===== config.mk =====
export PLATFORM = sky130hd
export DESIGN_NAME = tcce_fifo
export DESIGN_NICKNAME = d
export VERILOG_FILES = /design/src/design/tcce_pkg.sv /design/src/design/tcce_fifo.sv
export SDC_FILE = /design/constraint.sdc
export NUM_CORES = 1
export LEC_CHECK = 0
export BUFFER_PORTS_ARGS = -buffer_cell sky130_fd_sc_hd__buf_2
export CORE_MARGIN = 4
export CORE_UTILIZATION = 51
export DETAILED_ROUTE_END_ITERATION = 8
export MAX_ROUTING_LAYER = met4
export PLACE_DENSITY = 0.72
export SKIP_CTS_REPAIR_TIMING = 1
export SLEW_MARGIN = 20
export SYNTH_ARGS = -nofsm -noshare
export SYNTH_HDL_FRONTEND = slang
export SYNTH_SLANG_ARGS = --single-unit
export TNS_END_PERCENT = 10

===== constraint.sdc =====
create_clock -name clk -period 1.69 [get_ports clk]
set_input_delay 0.0845 -clock clk [delete_from_list [all_inputs] [get_ports clk]]
set_output_delay 0.0845 -clock clk [all_outputs]
set_load 0.01 [all_outputs]

===== src/design/tcce_pkg.sv =====
`default_nettype none
// ---------------------------------------------------------------------------
// Text console character engine package
// Screen geometry, field widths, control characters and the command word
// that passes from the front end through the queue to the back end.
// ---------------------------------------------------------------------------
package tcce_pkg;

	localparam int COLUMNS  = 80;
	localparam int ROWS     = 25;
	localparam int TAB_STOP = 8;

	localparam int CHAR_W = 8;
	localparam int ATTR_W = 8;
	localparam int IDX_W  = 11;
	localparam int POS_W  = 11;
	localparam int CELL_W = 16;

	localparam int COL_W      = $clog2(COLUMNS);
	localparam int ROW_W      = $clog2(ROWS);
	localparam int TAB_W      = $clog2(TAB_STOP);
	localparam int ADDR_W     = ROW_W + COL_W;
	localparam int MEM_DEPTH  = 1 << ADDR_W;
	localparam int CELL_COUNT = ROWS * COLUMNS;

	localparam int RECIP_K = IDX_W + COL_W;
	localparam int RECIP   = (1 << RECIP_K) / COLUMNS;
	localparam int PROD_W  = IDX_W + RECIP_K;

	localparam int FIFO_DEPTH = 4;
	localparam int FIFO_PTR_W = $clog2(FIFO_DEPTH);
	localparam int FIFO_CNT_W = $clog2(FIFO_DEPTH + 1);

	localparam logic [CHAR_W-1:0] CH_BS    = 8'd8;
	localparam logic [CHAR_W-1:0] CH_TAB   = 8'd9;
	localparam logic [CHAR_W-1:0] CH_LF    = 8'd10;
	localparam logic [CHAR_W-1:0] CH_FF    = 8'd12;
	localparam logic [CHAR_W-1:0] CH_CR    = 8'd13;
	localparam logic [CHAR_W-1:0] CH_SPACE = 8'd32;

	localparam logic [ATTR_W-1:0] RESET_ATTR = 8'h07;

	localparam logic KIND_CHAR = 1'b0;
	localparam logic KIND_READ = 1'b1;

	typedef enum logic [2:0] {
		OP_PRINT,
		OP_LF,
		OP_BS,
		OP_TAB,
		OP_FF,
		OP_CR,
		OP_READ
	} op_t;

	typedef struct packed {
		op_t               op;
		logic [CHAR_W-1:0] ch;
		logic [ROW_W-1:0]  row;
		logic [COL_W-1:0]  col;
		logic              in_range;
	} cmd_t;

endpackage
`default_nettype wire


===== src/design/tcce_fifo.sv =====
`default_nettype none
// ---------------------------------------------------------------------------
// Text console command queue
// Short first-in first-out buffer of decoded commands between the front
// end and the back end.
// ---------------------------------------------------------------------------
module tcce_fifo (
	input  logic           clk,
	input  logic           arst_n,
	input  logic           push,
	input  tcce_pkg::cmd_t push_cmd,
	output logic           full,
	input  logic           pop,
	output tcce_pkg::cmd_t head,
	output logic           empty
);
	import tcce_pkg::*;

	cmd_t                  slot_q [FIFO_DEPTH];
	logic [FIFO_PTR_W-1:0] wr_ptr_q, rd_ptr_q;
	logic [FIFO_CNT_W-1:0] count_q;

	assign full  = (count_q == FIFO_CNT_W'(FIFO_DEPTH));
	assign empty = (count_q == '0);
	assign head  = slot_q[rd_ptr_q];

	always_ff @(posedge clk or negedge arst_n) begin
		if (!arst_n) begin
			wr_ptr_q <= '0;
			rd_ptr_q <= '0;
			count_q  <= '0;
		end else begin
			if (push) begin
				wr_ptr_q <= (wr_ptr_q == FIFO_PTR_W'(FIFO_DEPTH - 1)) ? '0 : wr_ptr_q + 1'b1;
			end
			if (pop) begin
				rd_ptr_q <= (rd_ptr_q == FIFO_PTR_W'(FIFO_DEPTH - 1)) ? '0 : rd_ptr_q + 1'b1;
			end
			if (push && !pop) begin
				count_q <= count_q + 1'b1;
			end else if (pop && !push) begin
				count_q <= count_q - 1'b1;
			end
		end
	end

	always_ff @(posedge clk) begin
		if (push) begin
			slot_q[wr_ptr_q] <= push_cmd;
		end
	end

	a_no_overflow: assert property (@(posedge clk) disable iff (!arst_n)
		push |-> !full) else $error("command queue overflow");
	a_no_underflow: assert property (@(posedge clk) disable iff (!arst_n)
		pop |-> !empty) else $error("command queue underflow");
	a_count_bound: assert property (@(posedge clk) disable iff (!arst_n)
		int'(count_q) <= FIFO_DEPTH) else $error("command queue count out of range");

endmodule
`default_nettype wire


# After elaboration in Yosys (flattened, before gate mapping)
# Memory sizes are Yosys's and may differ from the RTL's.
# Index checks and enable logic that the tools add are counted.
[totals]
regBits = 7
ram_bits = 96
inputBits = 28
out_inout_bits = 26
word_cells = 23
mem_count = 1
[op_classes]
addsub = 4
n_eq_ne = 3
mux = 6
reduce_logical = 6
[memory_table]
columns = ["name", "depth", "width", "rd", "rd_clocked_by_memory_dff", "write_ports", "line_no", "source"]
rows = [
  ["slot_q", 4, 24, 1, 0, 1, "tcce_fifo.sv:19", "cmd_t slot_q [FIFO_DEPTH];"],
]
[ops]
columns = ["cell", "n"]
rows = [
  ["$mux W3", 2],
  ["$add A2 B1 Y2 const B", 2],
  ["$eq A2 B2 Y1 const B", 2],
  ["$mux W2", 2],
  ["$add A3 B1 Y3 const B", 1],
  ["$eq A3 B3 Y1 const B", 1],
  ["$logic_not A3 Y1", 1],
  ["$sub A3 B1 Y3 const B", 1],
  ["$logic_and A1 B1 Y1", 2],
  ["$logic_not A1 Y1", 2],
  ["$mux W1", 2],
  ["$reduce_bool A2 Y1", 1],
]

# Logic depth before layout (Yosys ltp)
# Gate-level depths: netlist (run 1).
[depth]
ltp_word = 4
depth_mapped = 7

# Least setup slack after synthesis (run 1)
# No wires, ideal clock.
[synth_path]
kind = "flip-flop to flip-flop"
startpoint = "reg wr_ptr_q[0]"
endpoint = "mem slot_q[2][0] (netlist name) (enable)"
arrival_time_ns = 1.228
required_ns = 1.307
slack_ns = 0.079
path_stages_with_launch = 4
cell_sequence = "dfrtp_1 -> inv_1 -> ha_1 -> and2_1"
[synth_lines]
columns = ["element", "line_no", "source"]
rows = [
  ["start, declared", "tcce_fifo.sv:20", "logic [FIFO_PTR_W-1:0] wr_ptr_q, rd_ptr_q;"],
  ["start signal, assigned", "tcce_fifo.sv:34", "wr_ptr_q <= (wr_ptr_q == FIFO_PTR_W'(FIFO_DEPTH - 1)) ? '0 : wr_ptr_q + 1'b1;"],
  ["end, declared", "tcce_fifo.sv:19", ""],
]
# Straight into the memory's write port.

==> results of run 1 <==
[kinds of logic after synthesis]
kind of cell,synth area share [%]
AO/OA/AOI/OAI,0.447
AND/OR/NAND/NOR,1.47
adder cells (fa/ha/maj),2.42
multiplexers,14.9
buffers and inverters,2.07
XOR/XNOR,0.670
flip-flops,78.0
[flip-flops by register name, summed over array words and instances, names as in the netlist]
signal    flops
count_q       3
slot_q       96
rd_ptr_q      2
wr_ptr_q      2
[final cells by class]
cell class | count | area [um^2]
timing repair buffer | 92 | 737
tap | 99 | 124
clock inverter | 6 | 58.8
clock buffer | 10 | 128
fill | 498 | 2480
inverter | 4 | 15.0
sequential | 103 | 3060
multi-input combinational | 50 | 771
[cells in the final DEF (no fill, tap or decap), drive strengths merged]
cell	instances
nor3	2
inv	5
buf	67
nor2	2
xor2	2
mux4	24
clkinvlp	1
a21o	1
fa	1
and2	4
o21ai	2
bufinv	1
clkinv	3
xnor2	1
dfrtp	7
nor3b	1
dlygate4sd3	25
edfxtp	96
ha	6
mux2	2
clkbuf	10
nand2	2
[layer usage]
| layer | share of wire, % | GRT usage, % | vias up |
|---|---|---|---|
| met3 | 4.4 | 3.87 | 11 |
| met1 | 40 | 18.5 | 963 |
| met4 | 2.0 | 7.46 | 0 |
| met5 | 0 | - | - |
| met2 | 54 | 26.5 | 40 |
| li1 | - | - | 861 |
[worst register-to-register path: cells and delay by family (launching register included)]
family	cells	cell delay [ns]
simple gates	1	0.11
fa+ha+maj	1	0.44
flops	1	0.44
xor+xnor	2	0.31
[worst max-delay path by stage]
stage                             endpoint  slack (ns)
floorplan           slot_q[2][0]$_DFFE_PP_        0.08
global placement                  head[23]        0.30
detailed placement  count_q[2]$_DFFE_PN0P_        0.27
CTS                               head[23]       -0.11
global route                      head[11]       -0.11
finish                            head[11]       -0.05
[metrics by stage]
stage / utilization [%] / hold slack, ns / TNS (ns) / setup WS, ns / cells
after floorplan: - / -0.211 / 0 / 0.0791 / 163
after detailed placement: 59.7 / -0.0733 / 0 / 0.269 / 323
after global routing: 66.4 / 0.00190 / -1.78 / -0.114 / 364
after CTS: 62.2 / -0.470 / -1.08 / -0.113 / 339
after global placement: 59.7 / -0.0702 / 0 / 0.301 / 323
final: 66.4 / -0.000902 / -0.406 / -0.0503 / 364
[power by group through the flow]
stage | logic (mW) | clock network (mW) | registers [mW]
after global placement | 2.23 | 0 | 3.47
after floorplan | 1.47 | 0 | 3.45
after detailed placement | 2.24 | 0 | 3.50
after CTS | 2.26 | 1.49 | 3.44
after global routing | 2.68 | 1.58 | 3.48
final | 2.45 | 1.45 | 3.44
==> out/results.tsv, run 1 <==
stage	metric	value	unit
sta	hold-worst-slack	-0.000902	ns
pwr	p_leak	1.76	nW
pwr	p_int	5.28	mW
setup_path	r2r_cells	4	
logic_synthesis	ys_warn_count	0	
logic_synthesis	syn_avg_cell_area	24.1	um^2
run_status	violations	negative hold slack, negative setup slack	
sta	grt_setup_unrepaired	true	
place	dp_hpwl	4.26	mm
place	place_congestion	0.686	
sta	timing.final.crit_share	103	%
setup_path	r2r_slack	0.33	ns
global_route	grt_pass1_wl	9.92	mm
pwr	total_power	7.35	mW
clock_tree	cts.path.max_buffers	2	
drt	antenna_left	0	
setup_path	worst_r2r_endpoint	count_q[2]$_DFFE_PN0P_	
final_layout	diodes	0	
setup_path	r2r_start	count_q[0]$_DFFE_PN0P_	
worst_hold_path	hold_depth	2	
pwr	peakVddDrop	0.877	mV
logic_synthesis	synthesis.area	3920	um^2
drt	vias_per_cell	5.15	
clock_tree	clk_latency	0.36	ns
drt	routedWlPerCell	17.8	um
logic_synthesis	synth_seq_area_share	78.0	%
logic_synthesis	yosys.area.top_type	edfxtp_1	
clock_tree	clkTransAtPathRegs	0.08	ns
setup_path	slowest_stage	mux4_2	
run_status	outcome	complete, but fails checks	
drt	drtPass1Iterations	4	
logic_synthesis	yosysMostFrequentCell	edfxtp_1	
logic_synthesis	synthTopCellsByArea	edfxtp_1 74%, mux4_2 10%, dfrtp_1 4.5%	
die	ios	54	
sta	period_needed	1.74	ns
pwr	powerDensity	1500	nW/um^2
setup_path	crit_chain	buf_12, mux4_2, buf_6	
die	row_count	31	
place	port-buffer-count	53	
sta	finalSetupViolCount	20	
worst_hold_path	hold_path_end	rd_ptr_q[1]$_DFFE_PN0P_	
pwr	pwr-share-clk	19.8	%
pwr	combPwrFrac	33.4	%
setup_path	start_kind	flop	
logic_synthesis	synth_common_cells	96 x edfxtp_1, 18 x mux4_2, 7 x dfrtp_1	
logic_synthesis	ys_async_sr_fraction	6.80	%
die	die_area	9160	um^2
global_route	grt_use_total	16.0	%
setup_path	critical_path_class	flop to output port	
drt	num_vias	1875	
logic_synthesis	synth_top_area_share	73.5	%
final_layout	layout.nets	295	
setup_path	cp-end-kind	output port	
worst_hold_path	worstHoldPathType	input port to flop	
die	die_w	95.7	um
sta	hold_violations	1	
sta	slew_headroom	85.0	%
sta	tightest_slew	0.225	ns
clock_tree	cts_root_buffer	clkbuf_8	
global_route	antenna_found_initial	0	
logic_synthesis	synthDistinctLibCells	20	
logic_synthesis	synth-seq-cells	103	
die	start_util	53.2	%
clock_tree	cts_tree	done	
setup_path	slowest_delay	0.55	ns
drt	drc_errors	0	
sta	fin_skew	0.0101	ns
run	maxCapViolCount	0	
final_layout	final_area	4890	um^2
setup_path	crit_path_start	rd_ptr_q[0]$_DFFE_PN0P_	
logic_synthesis	ys.flop_type	edfxtp_1	
setup_path	cp_top_family	multiplexers	
drt	drt-total-wl	6.50	mm
global_route	grt_max_degree	21	
clock_tree	cts_buffers	9	
pwr	power.switching	2.07	mW
sta	drv_slew	0	
sta	fmax	575	MHz
global_route	grt-ovfl-total	0	
drt	drtIter0Drc	94	
final_layout	drive_gt1_share	39.2	%
worst_hold_path	min_from	pop	
die	die_h	95.7	um
setup_path	worstPathArrival	1.66	ns
clock_tree	cts_max_level	3	
setup_path	cp_max_fo	15	
clock_tree	clock_sinks	103	
place	dpl-instance-area	4400	um^2
logic_synthesis	synth_edf_count	96	
die	fp.coreArea	7370	um^2
pwr	sequentialPowerShare	46.9	%
global_route	grt_pass1_vias	1945	
setup_path	path_buf_inv	2	
setup_path	crit_required	1.61	ns
logic_synthesis	syn_nets	198	
sta	fin_ws	-0.0503	ns
logic_synthesis	syn_inst	163	
pwr	swShare	28.2	%
final_layout	syn2layout_area_growth	24.8	%
setup_path	path_depth	3	
(Power assumes the default switching activity.)
==> run 2, diff against run 1 <==
--- a/config.mk
+++ b/config.mk
@@ -6,13 +6,15 @@
 export NUM_CORES = 1
 export LEC_CHECK = 0
 export BUFFER_PORTS_ARGS = -buffer_cell sky130_fd_sc_hd__buf_2
+export CELL_PAD_IN_SITES_DETAIL_PLACEMENT = 1
+export CELL_PAD_IN_SITES_GLOBAL_PLACEMENT = 1
 export CORE_MARGIN = 4
-export CORE_UTILIZATION = 51
+export CORE_UTILIZATION = 45
 export DETAILED_ROUTE_END_ITERATION = 8
+export HOLD_SLACK_MARGIN = 0.06
 export MAX_ROUTING_LAYER = met4
 export PLACE_DENSITY = 0.72
 export SKIP_CTS_REPAIR_TIMING = 1
-export SLEW_MARGIN = 20
 export SYNTH_ARGS = -nofsm -noshare
 export SYNTH_HDL_FRONTEND = slang
 export SYNTH_SLANG_ARGS = --single-unit
==> run 2 against run 1 <==
  * The run ends with negative setup slack left
  * Routed wire length grew 13%
  * First-iteration DRC count up 23%
  * Worst hold slack gained 0.054 ns
  * Largest cell class unchanged
  * Clock power barely moved
  * Maximum frequency fell by 2.1%
  * Worst setup slack worse by 0.038 ns
  * Critical path depth is the same
  * Non-clock buffer count is 3 higher
  * Power grew 4.5%
  * Clock skew increased by 0.0022 ns
==> out/results.tsv, run 2 (synthesis results as in run 1) <==
stage	metric	value	unit
run_status	outcome	complete, but fails checks	
run_status	violations	negative setup slack	
place	dp_hpwl	4.71	mm
clock_tree	cts.path.max_buffers	2	
die	die_w	101	um
die	start_util	47.0	%
setup_path	cp_max_fo	8	
sta	timing.final.crit_share	105	%
sta	drv_slew	0	
drt	num_vias	1924	
clock_tree	cts_buffers	9	
final_layout	largest_register_ffs	96	
global_route	antenna_found_initial	0	
place	port-buffer-count	53	
final_layout	regArea	3060	um^2
setup_path	start_kind	flop	
drt	wl_met2	3.73	mm
clock_tree	cts_max_level	3	
final_layout	n_fill_cell	717	
global_route	grt_use_total	15.2	%
die	die_h	101	um
global_route	grt-ovfl-total	0	
place	place_congestion	0.692	
setup_path	cp-end-kind	output port	
global_route	grt_max_degree	22	
drt	wl_met3	339	um
place	place_inst	328	
clock_tree	cts_root_buffer	clkbuf_8	
final_layout	final_common_cell	edfxtp_1	
final_layout	drive_gt1_share	41.0	%
final_layout	multi_input_area	759	um^2
drt	drtPass1Iterations	4	
die	die_area	10300	um^2
drt	met1_length	3.21	mm
die	row_count	33	
final_layout	stdcell_count	373	
clock_tree	clk_latency	0.35	ns
drt	vias_per_cell	5.16	
final_layout	final_cell_mix	96 x edfxtp_1, 37 x buf_2, 26 x dlygate4sd3_1	
global_route	grt_pass1_vias	1987	
sta	slew_headroom	76.7	%
sta	fin_skew	0.0123	ns
final_layout	diodes	0	
final_layout	regMostFlops	slot_q	
drt	drt-total-wl	7.35	mm
drt	routedWlPerCell	19.7	um
sta	fin_ws	-0.0879	ns
sta	period_needed	1.78	ns
sta	fmax	562	MHz
die	fp.coreArea	8340	um^2
setup_path	critical_path_class	flop to output port	
setup_path	worstPathArrival	1.69	ns
drt	drc_errors	0	
clock_tree	clkTransAtPathRegs	0.09	ns
pwr	p_leak	1.80	nW
final_layout	layout.nets	298	
pwr	peakVddDrop	0.681	mV
final_layout	reg_top3	slot_q: 96 flops, count_q: 3 flops	
sta	finalSetupViolCount	24	
final_layout	syn2layout_area_growth	27.3	%
pwr	powerDensity	1540	nW/um^2
drt	top_layer_used	met4	
setup_path	crit_required	1.61	ns
sta	tightest_slew	0.349	ns
run	maxCapViolCount	0	
sta	grt_setup_unrepaired	true	
global_route	grt_pass1_wl	11.0	mm
worst_hold_path	worstHoldPathType	input port to flop	
die	ios	54	
final_layout	final_util	59.9	%
clock_tree	clock_sinks	103	
drt	drtIter0Drc	116	
sta	hold_violations	0	
clock_tree	cts_tree	done	
drt	antenna_left	0	
run 2: cell count changes in the layout (fill, tap and decap cells not counted):
cell,change
clkbuf_16,+2
dfrtp_2,+1
mux4_2,+3
buf_6,+5
dlygate4sd3_1,+1
buf_2,-6
buf_8,+1
clkinvlp_4,-1
clkinv_4,+1
mux4_1,-3
dfrtp_1,-1
run 2: cell type report:
type                       count  area share (%)
clock inverter                 6            1.20
multi-input combinational     50            15.2
clock buffer                  10            2.56
tap                          105            2.63
inverter                       4           0.301
timing repair buffer          95            16.8
sequential                   103            61.3
run 2: report_power, final:
part,switching [mW],internal [mW],leakage [nW]
registers,0.218,3.29,0.963
logic,1.18,1.53,0.740
clock network,0.785,0.682,0.0957
total,2.18,5.50,1.80
run 2: metrics by stage:
| step | instance area [um^2] | hold slack [ns] | setup WS (ns) | TNS (ns) | power, mW |
|---|---|---|---|---|---|
| 6_report | 4990 | 0.0532 | -0.0879 | -1.38 | 7.68 |
| 3_5_place_dp | 4400 | -0.0692 | 0.251 | 0 | 5.78 |
| 5_1_grt | 4990 | 0.0773 | -0.161 | -3.15 | 8.14 |
| 3_3_place_gp | 4400 | -0.0665 | 0.289 | 0 | 5.73 |
| 4_1_cts | 4590 | -0.457 | -0.126 | -1.65 | 7.24 |
| 2_1_floorplan | 3920 | -0.211 | 0.0791 | 0 | 4.92 |
run 2: worst paths after layout:
| path | cells after the start | endpoint | startpoint | slack, ns |
|---|---|---|---|---|
| min reg2reg | 1 | count_q[2]$_DFFE_PN0P_ | count_q[2]$_DFFE_PN0P_ | 0.50 |
| min | 2 | wr_ptr_q[1]$_DFFE_PN0P_ | push | 0.05 |
| min in group asynchronous | 2 | count_q[1]$_DFFE_PN0P_ | arst_n | 0.09 |
| max reg2reg | 4 | rd_ptr_q[1]$_DFFE_PN0P_ | rd_ptr_q[0]$_DFFE_PN0P_ | 0.21 |
| max in group asynchronous | 2 | rd_ptr_q[0]$_DFFE_PN0P_ | arst_n | 1.42 |
| max | 3 | head[14] | rd_ptr_q[0]$_DFFE_PN0P_ | -0.09 |
run 2: critical path, cell delays in order, from the launching register on:
cell       delay [ns]
dfrtp_2          0.48
clkbuf_16        0.21
mux4_2           0.51
buf_6            0.14
run 2: per-layer routing:
layer	vias to the layer above	global-route usage, %
met5	-	-
met4	0	4.29
met3	7	4.48
met2	52	23.3
met1	994	20.1
li1	871	-
