### src/design/tcce_pkg.sv
`default_nettype none
// ---------------------------------------------------------------------------
// Text console character engine package
// Screen geometry, field widths, control characters and the command word
// that passes from the front end through the queue to the back end.
// ---------------------------------------------------------------------------
package tcce_pkg;

	localparam int COLUMNS  = 80;
	localparam int ROWS     = 25;
	localparam int TAB_STOP = 8;

	localparam int CHAR_W = 8;
	localparam int ATTR_W = 8;
	localparam int IDX_W  = 11;
	localparam int POS_W  = 11;
	localparam int CELL_W = 16;

	localparam int COL_W      = $clog2(COLUMNS);
	localparam int ROW_W      = $clog2(ROWS);
	localparam int TAB_W      = $clog2(TAB_STOP);
	localparam int ADDR_W     = ROW_W + COL_W;
	localparam int MEM_DEPTH  = 1 << ADDR_W;
	localparam int CELL_COUNT = ROWS * COLUMNS;

	localparam int RECIP_K = IDX_W + COL_W;
	localparam int RECIP   = (1 << RECIP_K) / COLUMNS;
	localparam int PROD_W  = IDX_W + RECIP_K;

	localparam int FIFO_DEPTH = 4;
	localparam int FIFO_PTR_W = $clog2(FIFO_DEPTH);
	localparam int FIFO_CNT_W = $clog2(FIFO_DEPTH + 1);

	localparam logic [CHAR_W-1:0] CH_BS    = 8'd8;
	localparam logic [CHAR_W-1:0] CH_TAB   = 8'd9;
	localparam logic [CHAR_W-1:0] CH_LF    = 8'd10;
	localparam logic [CHAR_W-1:0] CH_FF    = 8'd12;
	localparam logic [CHAR_W-1:0] CH_CR    = 8'd13;
	localparam logic [CHAR_W-1:0] CH_SPACE = 8'd32;

	localparam logic [ATTR_W-1:0] RESET_ATTR = 8'h07;

	localparam logic KIND_CHAR = 1'b0;
	localparam logic KIND_READ = 1'b1;

	typedef enum logic [2:0] {
		OP_PRINT,
		OP_LF,
		OP_BS,
		OP_TAB,
		OP_FF,
		OP_CR,
		OP_READ
	} op_t;

	typedef struct packed {
		op_t               op;
		logic [CHAR_W-1:0] ch;
		logic [ROW_W-1:0]  row;
		logic [COL_W-1:0]  col;
		logic              in_range;
	} cmd_t;

endpackage
`default_nettype wire

### src/design/tcce_in_if.sv
`default_nettype none
// ---------------------------------------------------------------------------
// Text console input channel
// Valid/ready channel carrying one character or cell read request per word.
// ---------------------------------------------------------------------------
interface tcce_in_if;
	import tcce_pkg::*;

	logic              valid;
	logic              ready;
	logic              kind;
	logic [CHAR_W-1:0] char_code;
	logic [IDX_W-1:0]  cell_index;

	modport source (output valid, output kind, output char_code, output cell_index,
		input ready);
	modport sink (input valid, input kind, input char_code, input cell_index,
		output ready);

endinterface
`default_nettype wire

### src/design/tcce_front.sv
`default_nettype none
// ---------------------------------------------------------------------------
// Text console front end
// Accepts input words, decodes control characters and splits a linear read
// address into row and column in a three-stage pipeline.
// ---------------------------------------------------------------------------
module tcce_front (
	input  logic          clk,
	input  logic          arst_n,
	input  logic          hold,
	tcce_in_if.sink       item,
	output logic          push,
	output tcce_pkg::cmd_t push_cmd,
	input  logic          full
);
	import tcce_pkg::*;

	function automatic op_t classify(input logic kind, input logic [CHAR_W-1:0] ch);
		op_t op;
		if (kind == KIND_READ) begin
			op = OP_READ;
		end else begin
			unique case (ch)
				CH_LF:   op = OP_LF;
				CH_BS:   op = OP_BS;
				CH_TAB:  op = OP_TAB;
				CH_FF:   op = OP_FF;
				CH_CR:   op = OP_CR;
				default: op = OP_PRINT;
			endcase
		end
		return op;
	endfunction

	logic v_s1, v_s2, v_s3;
	logic take1, take2, take3, load1;

	op_t               op_s1, op_s2;
	logic [CHAR_W-1:0] ch_s1, ch_s2;
	logic [IDX_W-1:0]  idx_s1, idx_s2;
	logic              hit_s1, hit_s2;
	logic [PROD_W-1:0] prod_s1;
	logic [IDX_W-1:0]  q_s2, qc_s2;
	cmd_t              cmd_s3;

	logic [IDX_W-1:0] quot;
	logic [IDX_W-1:0] rem;
	logic             fix;
	logic [IDX_W-1:0] row_full;
	logic [IDX_W-1:0] col_full;

	assign take3 = !v_s3 || !full;
	assign take2 = !v_s2 || take3;
	assign take1 = !v_s1 || take2;
	assign item.ready = take1 && !hold;
	assign load1 = item.valid && item.ready;
	assign push = v_s3 && !full;
	assign push_cmd = cmd_s3;

	assign quot = prod_s1[PROD_W-1:RECIP_K];
	assign rem = idx_s2 - qc_s2;
	assign fix = (rem >= IDX_W'(COLUMNS));
	assign row_full = fix ? q_s2 + 1'b1 : q_s2;
	assign col_full = fix ? rem - IDX_W'(COLUMNS) : rem;

	always_ff @(posedge clk or negedge arst_n) begin
		if (!arst_n) begin
			v_s1 <= 1'b0;
			v_s2 <= 1'b0;
			v_s3 <= 1'b0;
		end else begin
			if (take1) begin
				v_s1 <= load1;
			end
			if (take2) begin
				v_s2 <= v_s1;
			end
			if (take3) begin
				v_s3 <= v_s2;
			end
		end
	end

	always_ff @(posedge clk) begin
		if (load1) begin
			op_s1   <= classify(item.kind, item.char_code);
			ch_s1   <= item.char_code;
			idx_s1  <= item.cell_index;
			hit_s1  <= (int'(item.cell_index) < CELL_COUNT);
			prod_s1 <= PROD_W'(item.cell_index) * PROD_W'(RECIP);
		end
		if (v_s1 && take2) begin
			op_s2  <= op_s1;
			ch_s2  <= ch_s1;
			idx_s2 <= idx_s1;
			hit_s2 <= hit_s1;
			q_s2   <= quot;
			qc_s2  <= IDX_W'(quot * IDX_W'(COLUMNS));
		end
		if (v_s2 && take3) begin
			cmd_s3.op       <= op_s2;
			cmd_s3.ch       <= ch_s2;
			cmd_s3.row      <= row_full[ROW_W-1:0];
			cmd_s3.col      <= col_full[COL_W-1:0];
			cmd_s3.in_range <= hit_s2;
		end
	end

endmodule
`default_nettype wire

### src/flat_wrapper.sv
// flat-port wrapper written by rule: the top's interface ports become plain ports
module tcce_front_flat import tcce_pkg::*;
  (clk, arst_n, hold, push, push_cmd, full, item_valid, item_kind, item_char_code, item_cell_index, item_ready);
  tcce_in_if item_i ();
  input  logic clk;
  input  logic arst_n;
  input  logic hold;
  output logic push;
  output tcce_pkg::cmd_t push_cmd;
  input  logic full;
  input wire logic [$bits(item_i.valid)-1:0] item_valid;
  input wire logic [$bits(item_i.kind)-1:0] item_kind;
  input wire logic [$bits(item_i.char_code)-1:0] item_char_code;
  input wire logic [$bits(item_i.cell_index)-1:0] item_cell_index;
  output wire logic [$bits(item_i.ready)-1:0] item_ready;
  assign item_i.valid = item_valid;
  assign item_i.kind = item_kind;
  assign item_i.char_code = item_char_code;
  assign item_i.cell_index = item_cell_index;
  assign item_ready = item_i.ready;
  tcce_front u_core (.clk(clk), .arst_n(arst_n), .hold(hold), .item(item_i), .push(push), .push_cmd(push_cmd), .full(full));
endmodule
### config.mk
export PLATFORM = sky130hd
export DESIGN_NAME = tcce_front_flat
export DESIGN_NICKNAME = d
export VERILOG_FILES = /design/src/design/tcce_pkg.sv /design/src/design/tcce_in_if.sv /design/src/design/tcce_front.sv /design/src/flat_wrapper.sv
export SDC_FILE = /design/constraint.sdc
export NUM_CORES = 1
export LEC_CHECK = 0
export BUFFER_PORTS_ARGS = -buffer_cell sky130_fd_sc_hd__clkbuf_2
export CELL_PAD_IN_SITES_DETAIL_PLACEMENT = 0
export CELL_PAD_IN_SITES_GLOBAL_PLACEMENT = 1
export CORE_MARGIN = 3
export CORE_UTILIZATION = 49
export CTS_CLUSTER_SIZE = 30
export DETAILED_ROUTE_END_ITERATION = 10
export MAX_ROUTING_LAYER = met4
export PLACE_DENSITY_LB_ADDON = 0.1
export SLEW_MARGIN = 5
export SYNTH_ARGS = -nofsm -noshare
export SYNTH_HDL_FRONTEND = slang
export SYNTH_SLANG_ARGS = --single-unit
### constraint.sdc
create_clock -name clk -period 3.8 [get_ports clk]
set_input_delay 0.57 -clock clk [delete_from_list [all_inputs] [get_ports clk]]
set_output_delay 0.57 -clock clk [all_outputs]
set_load 0.005 [all_outputs]
# Word level (Yosys, flattened, before mapping)
# Index checks and enable logic that the tools add are counted.
[totals]
register_bits = 106
in_bits = 25
word_cells = 47
[op_classes]
addsub = 3
n_mul = 2
magnitude_cmp = 2
eq_ne = 5
muxes = 3
n_reduce_logical = 13
[op_table]
columns = ["cell", "n"]
rows = [
  ["8-bit by 4-bit equality test with 1-bit output (second input constant)", 5],
  ["11-bit by 10-bit multiplier with 21-bit output (second input constant)", 1],
  ["3-bit one-hot mux with 5 select lines", 1],
  ["11-bit by 7-bit >= comparator with 1-bit output (second input constant)", 1],
  ["11-bit less-than comparator (second input constant)", 1],
  ["11-bit subtractor", 1],
  ["5-bit by 3-bit multiplier with 7-bit output (second input constant)", 1],
  ["7-bit 2-to-1 mux", 1],
  ["7-bit subtractor (second input constant)", 1],
  ["5-bit by 1-bit adder with 5-bit output (second input constant)", 1],
  ["1-bit logical AND", 5],
  ["1-bit logical NOT", 5],
  ["5-bit 2-to-1 mux", 1],
  ["1-bit logical OR", 3],
]

# Longest topological paths before layout
# Gate-level depths: netlist (run 1).
[logic_depth]
ltp_word = 6
ltp_mapped = 16

# Worst setup path after synthesis (run 1)
# OpenSTA, ideal clock, no wires.
[synth_path]
kind = "input port to flip-flop"
startpoint = "input item_cell_index[1]"
endpoint = "register u_core.prod_s1[22], data pin"
arrival_ps = 4478
required_time_ps = 3626
setup_slack_ps = -852
path_stages = 15
cell_sequence = "ha_1 xor2_1 ha_1 fa_1 fa_1 inv_1 fa_1 inv_1 ha_1 a2111oi_0 o21ai_0 o21ai_0 a21oi_1 mux2i_1 a311oi_1"
[synth_between]
elab_chain_len = 1
[synth_rtl]
columns = ["item", "line", "text"]
rows = [
  ["start, declared", "flat_wrapper.sv:14", "input wire logic [$bits(item_i.cell_index)-1:0] item_cell_index;"],
  ["11-bit by 10-bit multiplier with 21-bit output", "tcce_front.sv:90", "prod_s1 <= PROD_W'(item.cell_index) * PROD_W'(RECIP);"],
  ["end signal, assigned", "tcce_front.sv:90", ""],
  ["end, declared", "tcce_front.sv:42", "logic [PROD_W-1:0] prod_s1;"],
]
# Every way passes these cells.
# A chain may end at the register's enable or synchronous reset.

# Worst setup path after layout (run 1)
[layout_path]
startpoint = "input item_cell_index[1]"
endpoint = "register u_core.prod_s1[19], data pin"
# Same word-level chain as after synthesis.

==> impl_results.html, run 1 <==
<table>
<tr><th>Metric</th><th>Value</th></tr>
<tr><th colspan="2">Critical path</th></tr>
<tr><td>Worst flop-to-flop path startpoint</td><td>u_core.qc_s2[4]$_DFFE_PP_</td></tr>
<tr><td>Crit path max-delay family</td><td>adder cells</td></tr>
<tr><td>Required time of the critical path</td><td>3.90 ns</td></tr>
<tr><td>Maximum single-stage delay on the critical path</td><td>0.51 ns</td></tr>
<tr><td>Timing startpoint of the critical path</td><td>item_cell_index[1]</td></tr>
<tr><td>Number of gates on the worst path with buffers counted</td><td>16</td></tr>
<tr><td>Cells along the critical path</td><td>clkbuf_16 &gt; ha_4 &gt; xor2_2 &gt; ha_4 &gt; fa_1 &gt; fa_1 &gt; inv_2 &gt; fa_1 &gt; inv_2 &gt; ha_4 &gt; a2111oi_4 &gt; o21ai_1 &gt; o21ai_2 &gt; nand2_1 &gt; a31oi_1 &gt; xnor2_1</td></tr>
<tr><td>Slack of the worst reg-to-reg path</td><td>0.86 ns</td></tr>
<tr><td>Maximum fanout count along the critical path</td><td>5</td></tr>
<tr><td>Count of buffering cells on the critical path with inverters included</td><td>3</td></tr>
<tr><td>Kind of launch point of the worst setup path</td><td>input port</td></tr>
<tr><td>Endpoint type of the worst setup path</td><td>flip-flop</td></tr>
<tr><td>Critical-path top delay cell</td><td>sky130_fd_sc_hd__fa_1</td></tr>
<tr><td>R2r worst-path depth</td><td>9</td></tr>
<tr><td>CP Class</td><td>in -&gt; reg</td></tr>
<tr><td>Worst EP arrival</td><td>4.17 ns</td></tr>
<tr><th colspan="2">Final layout</th></tr>
<tr><td>Commonest non-fill, non-tap cell in the layout</td><td>sky130_fd_sc_hd__edfxtp_1</td></tr>
<tr><td>Commonest cells after routing, fill and taps aside</td><td>85 x sky130_fd_sc_hd__edfxtp_1, 64 x sky130_fd_sc_hd__inv_1, 64 x sky130_fd_sc_hd__ha_1, 50 x sky130_fd_sc_hd__buf_4, 42 x sky130_fd_sc_hd__clkbuf_2</td></tr>
<tr><td>Area occupied by multi-input gates</td><td>2780 sq um</td></tr>
<tr><td>Post-route cell area</td><td>6700 sq um</td></tr>
<tr><td>Final net count</td><td>640</td></tr>
<tr><td>Sequential cell area</td><td>2630 sq um</td></tr>
<tr><td>Synthesis-to-layout area growth</td><td>26.4%</td></tr>
<tr><td>Antenna diode instance count</td><td>0</td></tr>
<tr><td>Fillcell total</td><td>797</td></tr>
<tr><td>Share of post-route cells with drive strength above 1</td><td>0.313</td></tr>
<tr><td>Final core area utilization</td><td>0.644</td></tr>
<tr><td>Layout Cells excl Fill</td><td>644</td></tr>
<tr><th colspan="2">Timing</th></tr>
<tr><td>Transition time at the pin with the least slew margin</td><td>1.18 ns</td></tr>
<tr><td>Number of endpoints with negative hold slack in the final report</td><td>0</td></tr>
<tr><td>Fmax</td><td>246 MHz</td></tr>
<tr><td>Worst clock skew</td><td>0.00726 ns</td></tr>
<tr><td>Clock period minus worst slack</td><td>4.07 ns</td></tr>
<tr><td>Max-slew headroom</td><td>0.206</td></tr>
<tr><td>Worst path setup slack after routing</td><td>-0.267 ns</td></tr>
<tr><td>Count of final max-slew check failures</td><td>0</td></tr>
<tr><td>Part of the cycle the worst path needs</td><td>1.07</td></tr>
<tr><td>Finish-stage setup viols</td><td>5</td></tr>
<tr><td>Unrepaired setup endpoints after global routing</td><td>true</td></tr>
<tr><td>Hold slack</td><td>0.419 ns</td></tr>
<tr><th colspan="2">Global route</th></tr>
<tr><td>Largest net degree at the start of global routing</td><td>34</td></tr>
<tr><td>Initial antenna violation count</td><td>0</td></tr>
<tr><td>GRT Total Usage</td><td>0.175</td></tr>
<tr><td>Via count of the first global-routing pass</td><td>3263</td></tr>
<tr><td>Overflow after GRT</td><td>0</td></tr>
<tr><td>First-pass GRT wire length</td><td>15.5 mm</td></tr>
<tr><th colspan="2">Yosys</th></tr>
<tr><td>Number of library cell types mapped by synthesis</td><td>41</td></tr>
<tr><td>Post-Syn Instances</td><td>391</td></tr>
<tr><td>Summed instance area of the synthesized netlist</td><td>5300 sq um</td></tr>
<tr><td>Average instance area after synthesis</td><td>13.6 sq um</td></tr>
<tr><td>Largest area contributor in the netlist</td><td>sky130_fd_sc_hd__edfxtp_1</td></tr>
<tr><td>Number of register bits inferred by synthesis</td><td>88</td></tr>
<tr><td>Post-synth ARST share</td><td>0.0341</td></tr>
<tr><td>Synthesized netlist net count</td><td>528</td></tr>
<tr><td>Number of enable-type register cells in the synthesized netlist</td><td>85</td></tr>
<tr><td>Area share of the largest cell type after synthesis</td><td>0.481</td></tr>
<tr><td>YS warnings</td><td>0</td></tr>
<tr><td>Most used DFF post-synth</td><td>sky130_fd_sc_hd__edfxtp_1</td></tr>
<tr><td>Synth top area cells</td><td>sky130_fd_sc_hd__edfxtp_1 48%, sky130_fd_sc_hd__ha_1 21%, sky130_fd_sc_hd__fa_1 9.4%</td></tr>
<tr><td>Sequential area share after synthesis</td><td>0.496</td></tr>
<tr><th colspan="2">Floorplan</th></tr>
<tr><td>Full die area</td><td>12100 sq um</td></tr>
<tr><td>Initial standard-cell utilization of the core</td><td>0.509</td></tr>
<tr><td>Width of the die</td><td>110 um</td></tr>
<tr><td>Standard-cell row count</td><td>37</td></tr>
<tr><td>Boundary pin count</td><td>51</td></tr>
<tr><td>Area inside the core boundary</td><td>10400 sq um</td></tr>
<tr><td>Height of the die</td><td>110 um</td></tr>
<tr><th colspan="2">Drt</th></tr>
<tr><td>Initial drt markers</td><td>103</td></tr>
<tr><td>Post-route DRC violation count</td><td>0</td></tr>
<tr><td>Routed vias</td><td>3200</td></tr>
<tr><td>Via density per instance</td><td>4.97</td></tr>
<tr><td>First-pass iteration count of the detailed router</td><td>4</td></tr>
<tr><td>Antenna-violating nets left</td><td>0</td></tr>
<tr><td>Wire length per cell after detailed routing</td><td>14.8 um</td></tr>
<tr><td>DRT Wirelength</td><td>9.55 mm</td></tr>
<tr><th colspan="2">Power and ir drop</th></tr>
<tr><td>Pwr per Cell Area</td><td>527 nW/um^2</td></tr>
<tr><td>Peak ir drop on the vdd network</td><td>0.579 mV</td></tr>
<tr><td>Leakage power</td><td>0.00294 uW</td></tr>
<tr><td>Overall power after layout</td><td>3530 uW</td></tr>
<tr><th colspan="2">Worst hold path</th></tr>
<tr><td>Launch instance of the worst min-delay path</td><td>u_core.idx_s1[9]$_DFFE_PP_</td></tr>
<tr><td>Hold Path Class</td><td>reg -&gt; reg</td></tr>
<tr><td>Count of cells along the worst hold path</td><td>0</td></tr>
<tr><th colspan="2">Outcome</th></tr>
<tr><td>Result of the run</td><td>finished with violations</td></tr>
<tr><td>Failing checks</td><td>setup timing</td></tr>
<tr><th colspan="2">Clock network</th></tr>
<tr><td>Root Buffer Master</td><td>sky130_fd_sc_hd__clkbuf_8</td></tr>
<tr><td>Cts bufs inserted</td><td>9</td></tr>
<tr><td>Maximum level of the CTS H-tree</td><td>3</td></tr>
<tr><td>CTS tree</td><td>yes</td></tr>
<tr><td>Skew-Pair Late Insertion Delay</td><td>0.35 ns</td></tr>
<tr><td>CTS clock-pin slew for the worst setup and hold paths</td><td>0.08 ns</td></tr>
<tr><td>Sink Count</td><td>88</td></tr>
<tr><td>Clock Tree Buf Depth</td><td>2</td></tr>
<tr><th colspan="2">Place</th></tr>
<tr><td>Final estimated routing congestion in global placement</td><td>0.866</td></tr>
<tr><td>Instance area at placement</td><td>6180 sq um</td></tr>
<tr><td>Dpl cells</td><td>622</td></tr>
<tr><td>DP HPWL</td><td>7.85 mm</td></tr>
<tr><td>Quantity of I/O buffers inserted on ports</td><td>50</td></tr>
<tr><th colspan="2">Run</th></tr>
<tr><td>Number of violations of the max-capacitance limit</td><td>0</td></tr>
</table>
per-layer routing:
layer | GRT usage | up-vias | wire [um]
met5 | - | - | 0
met1 | 0.218 | 1500 | 4150
met2 | 0.289 | 58 | 4910
met4 | 0.0641 | 0 | 236
li1 | - | 1625 | -
met3 | 0.0303 | 17 | 249
worst paths after layout:
kind | end
max reg2reg | u_core.push_cmd[9]$_DFFE_PP_
max in group asynchronous | u_core.v_s3$_DFFE_PN0P_
min reg2reg | u_core.idx_s2[9]$_DFFE_PP_
min | u_core.idx_s2[9]$_DFFE_PP_
max | u_core.prod_s1[19]$_DFFE_PP_
min in group asynchronous | u_core.v_s1$_DFFE_PN0N_
cell usage after synthesis (2+ instances only):
cell type	n
sky130_fd_sc_hd__or3_1	2
sky130_fd_sc_hd__a211o_1	3
sky130_fd_sc_hd__a211oi_1	4
sky130_fd_sc_hd__a41o_1	2
sky130_fd_sc_hd__a22oi_1	2
sky130_fd_sc_hd__a311oi_1	2
sky130_fd_sc_hd__edfxtp_1	85
sky130_fd_sc_hd__xor2_1	6
sky130_fd_sc_hd__mux2i_1	2
sky130_fd_sc_hd__nand4b_1	2
sky130_fd_sc_hd__and2_1	2
sky130_fd_sc_hd__dfrtp_1	3
sky130_fd_sc_hd__nand4_1	3
sky130_fd_sc_hd__o21ai_0	12
sky130_fd_sc_hd__ha_1	87
sky130_fd_sc_hd__nand3_1	3
sky130_fd_sc_hd__nor2_1	11
sky130_fd_sc_hd__inv_1	71
sky130_fd_sc_hd__xnor2_1	14
sky130_fd_sc_hd__nand2b_1	4
sky130_fd_sc_hd__fa_1	25
sky130_fd_sc_hd__a21oi_1	15
sky130_fd_sc_hd__nor3_1	4
sky130_fd_sc_hd__a2111oi_0	2
sky130_fd_sc_hd__a21o_1	5
sky130_fd_sc_hd__nand2_1	5
timing repair:
item / 4_1_cts / 5_1_grt
setup buffers: 2 / 4
gates resized for setup: 22 / 31
pin swaps: 20 / 24
hold endpoints to repair: 3 / 0
endpoints found under the setup margin: 5 / 5
hold buffers: 1 / 0
worst reg2reg max path, cell delays in order, from the launching register on:
cell,delay [ns]
sky130_fd_sc_hd__edfxtp_1,0.42
sky130_fd_sc_hd__ha_1,0.20
sky130_fd_sc_hd__inv_1,0.05
sky130_fd_sc_hd__fa_1,0.50
sky130_fd_sc_hd__inv_1,0.08
sky130_fd_sc_hd__ha_1,0.18
sky130_fd_sc_hd__a311oi_1,0.26
sky130_fd_sc_hd__o21ai_0,0.18
sky130_fd_sc_hd__a2111oi_4,0.48
sky130_fd_sc_hd__mux2_4,0.34
through the flow:
stage               worst slack (ns)  TNS [ns]
floorplan                     -0.326     -1.40
detailed placement            -0.795     -3.58
finish                        -0.267     -1.02
global placement              -0.726     -3.32
CTS                           -0.287     -1.01
global route                  -0.420     -1.64
sequential cells by signal, indices dropped and copies added, names as in the netlist:
name	cells
u_core.q_s2	3
u_core.ch_s1	8
u_core.op_s2	3
u_core.v_s2	1
u_core.hit_s2	1
u_core.prod_s1	5
u_core.hit_s1	1
u_core.op_s1	3
u_core.idx_s1	11
u_core.ch_s2	8
u_core.qc_s2	7
u_core.v_s3	1
u_core.push_cmd	24
u_core.idx_s2	11
u_core.v_s1	1
area by class of cell:
type	instances	area share
tap	136	0.0254
timing repair buffer	101	0.104
clock buffer	11	0.0196
sequential	88	0.392
inverter	71	0.0398
multi-input combinational	232	0.415
clock inverter	5	0.00467
power by group:
group | leakage [uW] | internal, uW | switching (uW)
registers | 0.000834 | 1190 | 38.6
clock network | 0.0000750 | 236 | 303
logic | 0.00203 | 886 | 876
total | 0.00294 | 2320 | 1220
logic make-up after synthesis:
group | after synthesis | share of synthesized area
compound gates | 58 | 0.0772
simple gates | 39 | 0.0378
xor+xnor | 20 | 0.0330
mux | 3 | 0.00661
flops | 88 | 0.496
fa+ha+maj | 112 | 0.300
buf+inv | 71 | 0.0503
(Power assumes the default switching activity.)
==> run 2: changes to the inputs <==
- CORE_MARGIN: 3 -> 4
==> run 2 against run 1 <==
The run still ends with setup timing left. Core utilization shrank 0.37 points. Count of clock-buffer cells in the layout shrank 1. Critical path depth shrank 1. Setup slack gained 0.0027 ns. Clock skew shrank 0.0022 ns. Sequential share of layout area grew 0.23 points. Largest cell class unchanged. Via count is essentially flat. Combinational power is essentially flat. Critical endpoint is now u_core.prod_s1[20]$_DFFE_PP_. Critical path type unchanged.
==> impl_results.html, run 2 (same netlist as run 1, synthesis figures left out) <==
<table>
<tr><th>Metric</th><th>Value</th></tr>
<tr><th colspan="2">Place</th></tr>
<tr><td>Worst setup slack before clock tree synthesis</td><td>-0.730 ns (was -0.795 ns)</td></tr>
<tr><td>Quantity of I/O buffers inserted on ports</td><td>50 (unchanged)</td></tr>
<tr><td>Final estimated routing congestion in global placement</td><td>0.875 (was 0.866)</td></tr>
<tr><td>DP HPWL</td><td>7.78 mm (was 7.85 mm)</td></tr>
<tr><th colspan="2">Outcome</th></tr>
<tr><td>Failing checks</td><td>setup timing (unchanged)</td></tr>
<tr><td>Result of the run</td><td>finished with violations (unchanged)</td></tr>
<tr><th colspan="2">Floorplan</th></tr>
<tr><td>Height of the die</td><td>112 um (was 110 um)</td></tr>
<tr><td>Standard-cell row count</td><td>37 (unchanged)</td></tr>
<tr><td>Initial standard-cell utilization of the core</td><td>0.509 (unchanged)</td></tr>
<tr><td>Width of the die</td><td>112 um (was 110 um)</td></tr>
<tr><td>Full die area</td><td>12500 sq um (was 12100 sq um)</td></tr>
<tr><td>Boundary pin count</td><td>51 (unchanged)</td></tr>
<tr><td>Area inside the core boundary</td><td>10400 sq um (unchanged)</td></tr>
<tr><th colspan="2">Worst hold path</th></tr>
<tr><td>Hold Path Class</td><td>reg -&gt; reg (unchanged)</td></tr>
<tr><td>Launch instance of the worst min-delay path</td><td>u_core.ch_s2[7]$_DFFE_PP_ (was u_core.idx_s1[9]$_DFFE_PP_)</td></tr>
<tr><td>Count of cells along the worst hold path</td><td>0 (unchanged)</td></tr>
<tr><td>Terminating pin of the worst hold path</td><td>u_core.push_cmd[20]$_DFFE_PP_ (was u_core.idx_s2[9]$_DFFE_PP_)</td></tr>
<tr><th colspan="2">Critical path</th></tr>
<tr><td>Maximum single-stage delay on the critical path</td><td>0.56 ns (was 0.51 ns)</td></tr>
<tr><td>Required time of the critical path</td><td>3.90 ns (about the same)</td></tr>
<tr><td>Most frequent cell on the critical path</td><td>sky130_fd_sc_hd__fa_1</td></tr>
<tr><td>CP Class</td><td>in -&gt; reg (unchanged)</td></tr>
<tr><td>R2r worst-path depth</td><td>9 (unchanged)</td></tr>
<tr><td>Critical-path top delay cell</td><td>sky130_fd_sc_hd__fa_1 (unchanged)</td></tr>
<tr><td>Endpoint of the lowest-slack register-to-register path</td><td>u_core.push_cmd[9]$_DFFE_PP_ (unchanged)</td></tr>
<tr><td>Slack of the worst reg-to-reg path</td><td>0.90 ns (was 0.86 ns)</td></tr>
<tr><td>Cells along the critical path</td><td>clkbuf_2 &gt; ha_1 &gt; inv_1 &gt; fa_1 &gt; inv_1 &gt; fa_1 &gt; fa_1 &gt; ha_4 &gt; ha_4 &gt; nand4_1 &gt; a211oi_2 &gt; o21ai_2 &gt; buf_4 &gt; a221oi_2 &gt; xor2_1 (was clkbuf_16 &gt; ha_4 &gt; xor2_2 &gt; ha_4 &gt; fa_1 &gt; fa_1 &gt; inv_2 &gt; fa_1 &gt; inv_2 &gt; ha_4 &gt; a2111oi_4 &gt; o21ai_1 &gt; o21ai_2 &gt; nand2_1 &gt; a31oi_1 &gt; xnor2_1)</td></tr>
<tr><td>Kind of launch point of the worst setup path</td><td>input port (unchanged)</td></tr>
<tr><td>Worst EP arrival</td><td>4.17 ns (about the same)</td></tr>
<tr><td>Maximum fanout count along the critical path</td><td>3 (was 5)</td></tr>
<tr><td>Worst flop-to-flop path startpoint</td><td>u_core.qc_s2[4]$_DFFE_PP_ (unchanged)</td></tr>
<tr><td>Endpoint type of the worst setup path</td><td>flip-flop (unchanged)</td></tr>
<tr><th colspan="2">Drt</th></tr>
<tr><td>Antenna-violating nets left</td><td>0 (unchanged)</td></tr>
<tr><td>DRT Wirelength</td><td>9.69 mm (was 9.55 mm)</td></tr>
<tr><td>Routed vias</td><td>3203 (was 3200)</td></tr>
<tr><td>Post-route DRC violation count</td><td>0 (unchanged)</td></tr>
<tr><td>First-pass iteration count of the detailed router</td><td>4 (unchanged)</td></tr>
<tr><td>Via density per instance</td><td>4.95 (was 4.97)</td></tr>
<tr><td>Wire length per cell after detailed routing</td><td>15.0 um (was 14.8 um)</td></tr>
<tr><td>Initial drt markers</td><td>123 (was 103)</td></tr>
<tr><th colspan="2">Timing</th></tr>
<tr><td>Hold slack</td><td>0.421 ns (was 0.419 ns)</td></tr>
<tr><td>Part of the cycle the worst path needs</td><td>1.07 (about the same)</td></tr>
<tr><td>Count of final max-slew check failures</td><td>0 (unchanged)</td></tr>
<tr><td>Clock period minus worst slack</td><td>4.06 ns (was 4.07 ns)</td></tr>
<tr><td>Max-slew headroom</td><td>0.219 (was 0.206)</td></tr>
<tr><td>Finish-stage setup viols</td><td>5 (unchanged)</td></tr>
<tr><td>Fmax</td><td>246 MHz (about the same)</td></tr>
<tr><td>Worst clock skew</td><td>0.00504 ns (was 0.00726 ns)</td></tr>
<tr><td>Number of endpoints with negative hold slack in the final report</td><td>0 (unchanged)</td></tr>
<tr><td>Unrepaired setup endpoints after global routing</td><td>true (unchanged)</td></tr>
<tr><td>Worst path setup slack after routing</td><td>-0.265 ns (was -0.267 ns)</td></tr>
<tr><td>Transition time at the pin with the least slew margin</td><td>1.16 ns (was 1.18 ns)</td></tr>
<tr><th colspan="2">Final layout</th></tr>
<tr><td>Number of flip-flops in the largest register</td><td>24 (unchanged)</td></tr>
<tr><td>Synthesis-to-layout area growth</td><td>25.7% (was 26.4%)</td></tr>
<tr><td>Commonest cells after routing, fill and taps aside</td><td>85 x sky130_fd_sc_hd__edfxtp_1, 69 x sky130_fd_sc_hd__ha_1, 66 x sky130_fd_sc_hd__inv_1, 53 x sky130_fd_sc_hd__buf_4, 44 x sky130_fd_sc_hd__clkbuf_2 (was 85 x sky130_fd_sc_hd__edfxtp_1, 64 x sky130_fd_sc_hd__inv_1, 64 x sky130_fd_sc_hd__ha_1, 50 x sky130_fd_sc_hd__buf_4, 42 x sky130_fd_sc_hd__clkbuf_2)</td></tr>
<tr><td>Commonest non-fill, non-tap cell in the layout</td><td>sky130_fd_sc_hd__edfxtp_1 (unchanged)</td></tr>
<tr><td>Share of post-route cells with drive strength above 1</td><td>0.303 (was 0.313)</td></tr>
<tr><td>Final net count</td><td>644 (was 640)</td></tr>
<tr><td>Antenna diode instance count</td><td>0 (unchanged)</td></tr>
<tr><th colspan="2">Clock network</th></tr>
<tr><td>Maximum level of the CTS H-tree</td><td>3 (unchanged)</td></tr>
<tr><td>Skew-Pair Late Insertion Delay</td><td>0.35 ns (about the same)</td></tr>
<tr><td>Cts bufs inserted</td><td>9 (unchanged)</td></tr>
<tr><td>Root Buffer Master</td><td>sky130_fd_sc_hd__clkbuf_8 (unchanged)</td></tr>
<tr><td>Clock Tree Buf Depth</td><td>2 (unchanged)</td></tr>
<tr><td>Sink Count</td><td>88 (unchanged)</td></tr>
<tr><td>CTS tree</td><td>yes (unchanged)</td></tr>
<tr><td>CTS clock-pin slew for the worst setup and hold paths</td><td>0.08 ns (about the same)</td></tr>
<tr><th colspan="2">Global route</th></tr>
<tr><td>Overflow after GRT</td><td>0 (unchanged)</td></tr>
<tr><td>Initial antenna violation count</td><td>0 (unchanged)</td></tr>
<tr><td>First-pass GRT wire length</td><td>16.4 mm (was 15.5 mm)</td></tr>
<tr><td>Largest net degree at the start of global routing</td><td>34 (unchanged)</td></tr>
<tr><td>GRT Total Usage</td><td>0.168 (was 0.175)</td></tr>
<tr><td>Via count of the first global-routing pass</td><td>3497 (was 3263)</td></tr>
<tr><th colspan="2">Power and ir drop</th></tr>
<tr><td>Pwr per Cell Area</td><td>524 nW/um^2 (was 527 nW/um^2)</td></tr>
<tr><td>Peak ir drop on the vdd network</td><td>0.250 mV (was 0.579 mV)</td></tr>
<tr><td>Leakage power</td><td>0.00296 uW (was 0.00294 uW)</td></tr>
<tr><th colspan="2">Run</th></tr>
<tr><td>Number of violations of the max-capacitance limit</td><td>0 (unchanged)</td></tr>
</table>
run 2: worst max-delay path, delay by kind of cell:
family          cells  cell delay, ns
simple gates        1            0.16
compound gates      3            0.58
xor+xnor            1            0.10
buf+inv             4            0.39
fa+ha+maj           6            2.35
run 2: per-stage QoR:
stage                     utilization  total power (uW)  TNS, ns  std cells  area, sq um
after detailed placement        0.594              2720    -3.30        623         6190
after CTS                       0.633              3460   -0.998        646         6590
after global placement          0.594              2690    -3.03        623         6190
after floorplan                     -              2280    -1.40        391         5420
final                           0.640              3490   -0.933        647         6670
after global routing            0.640              3790    -1.62        647         6670
run 2: cell type report:
| cell class | count | area, sq um |
|---|---|---|
| fill | 799 | 3750 |
| multi-input combinational | 232 | 2710 |
| sequential | 88 | 2630 |
| timing repair buffer | 105 | 741 |
| inverter | 71 | 267 |
| tap | 136 | 170 |
| clock buffer | 10 | 128 |
| clock inverter | 5 | 25.0 |
run 2: timing repair:
action,4_1_cts,5_1_grt
setup endpoints to repair,5,5
setup buffers,7,1
hold endpoints to repair,3,0
gates resized for setup,33,9
hold buffers,1,0
pin swaps,24,8
run 2: how the worst max path moves through the flow:
| stage | from | to | slack (ns) | cells past startpoint |
|---|---|---|---|---|
| 2_1_floorplan | item_cell_index[1] | u_core.prod_s1[19]$_DFFE_PP_ | -0.33 | 15 |
| 3_3_place_gp | item_cell_index[2] | u_core.prod_s1[22]$_DFFE_PP_ | -0.66 | 15 |
| 3_5_place_dp | item_cell_index[0] | u_core.prod_s1[22]$_DFFE_PP_ | -0.73 | 17 |
| 4_1_cts | item_cell_index[0] | u_core.prod_s1[22]$_DFFE_PP_ | -0.28 | 17 |
| 5_1_grt | item_cell_index[9] | u_core.prod_s1[20]$_DFFE_PP_ | -0.39 | 15 |
| 6_report | item_cell_index[6] | u_core.prod_s1[20]$_DFFE_PP_ | -0.26 | 15 |
run 2: routing by layer:
| metal | vias up | GRT usage | share of wire |
|---|---|---|---|
| met4 | 0 | 0.0465 | 0.013 |
| met5 | - | - | 0 |
| met1 | 1519 | 0.205 | 0.44 |
| met2 | 46 | 0.289 | 0.52 |
| li1 | 1629 | - | - |
| met3 | 9 | 0.0329 | 0.030 |
run 2: report_power, final:
part / switching [uW] / internal, uW / total, uW
combinational: 858 / 881 / 1740
clock: 291 / 227 / 518
sequential: 38.3 / 1190 / 1230
total: 1190 / 2300 / 3490
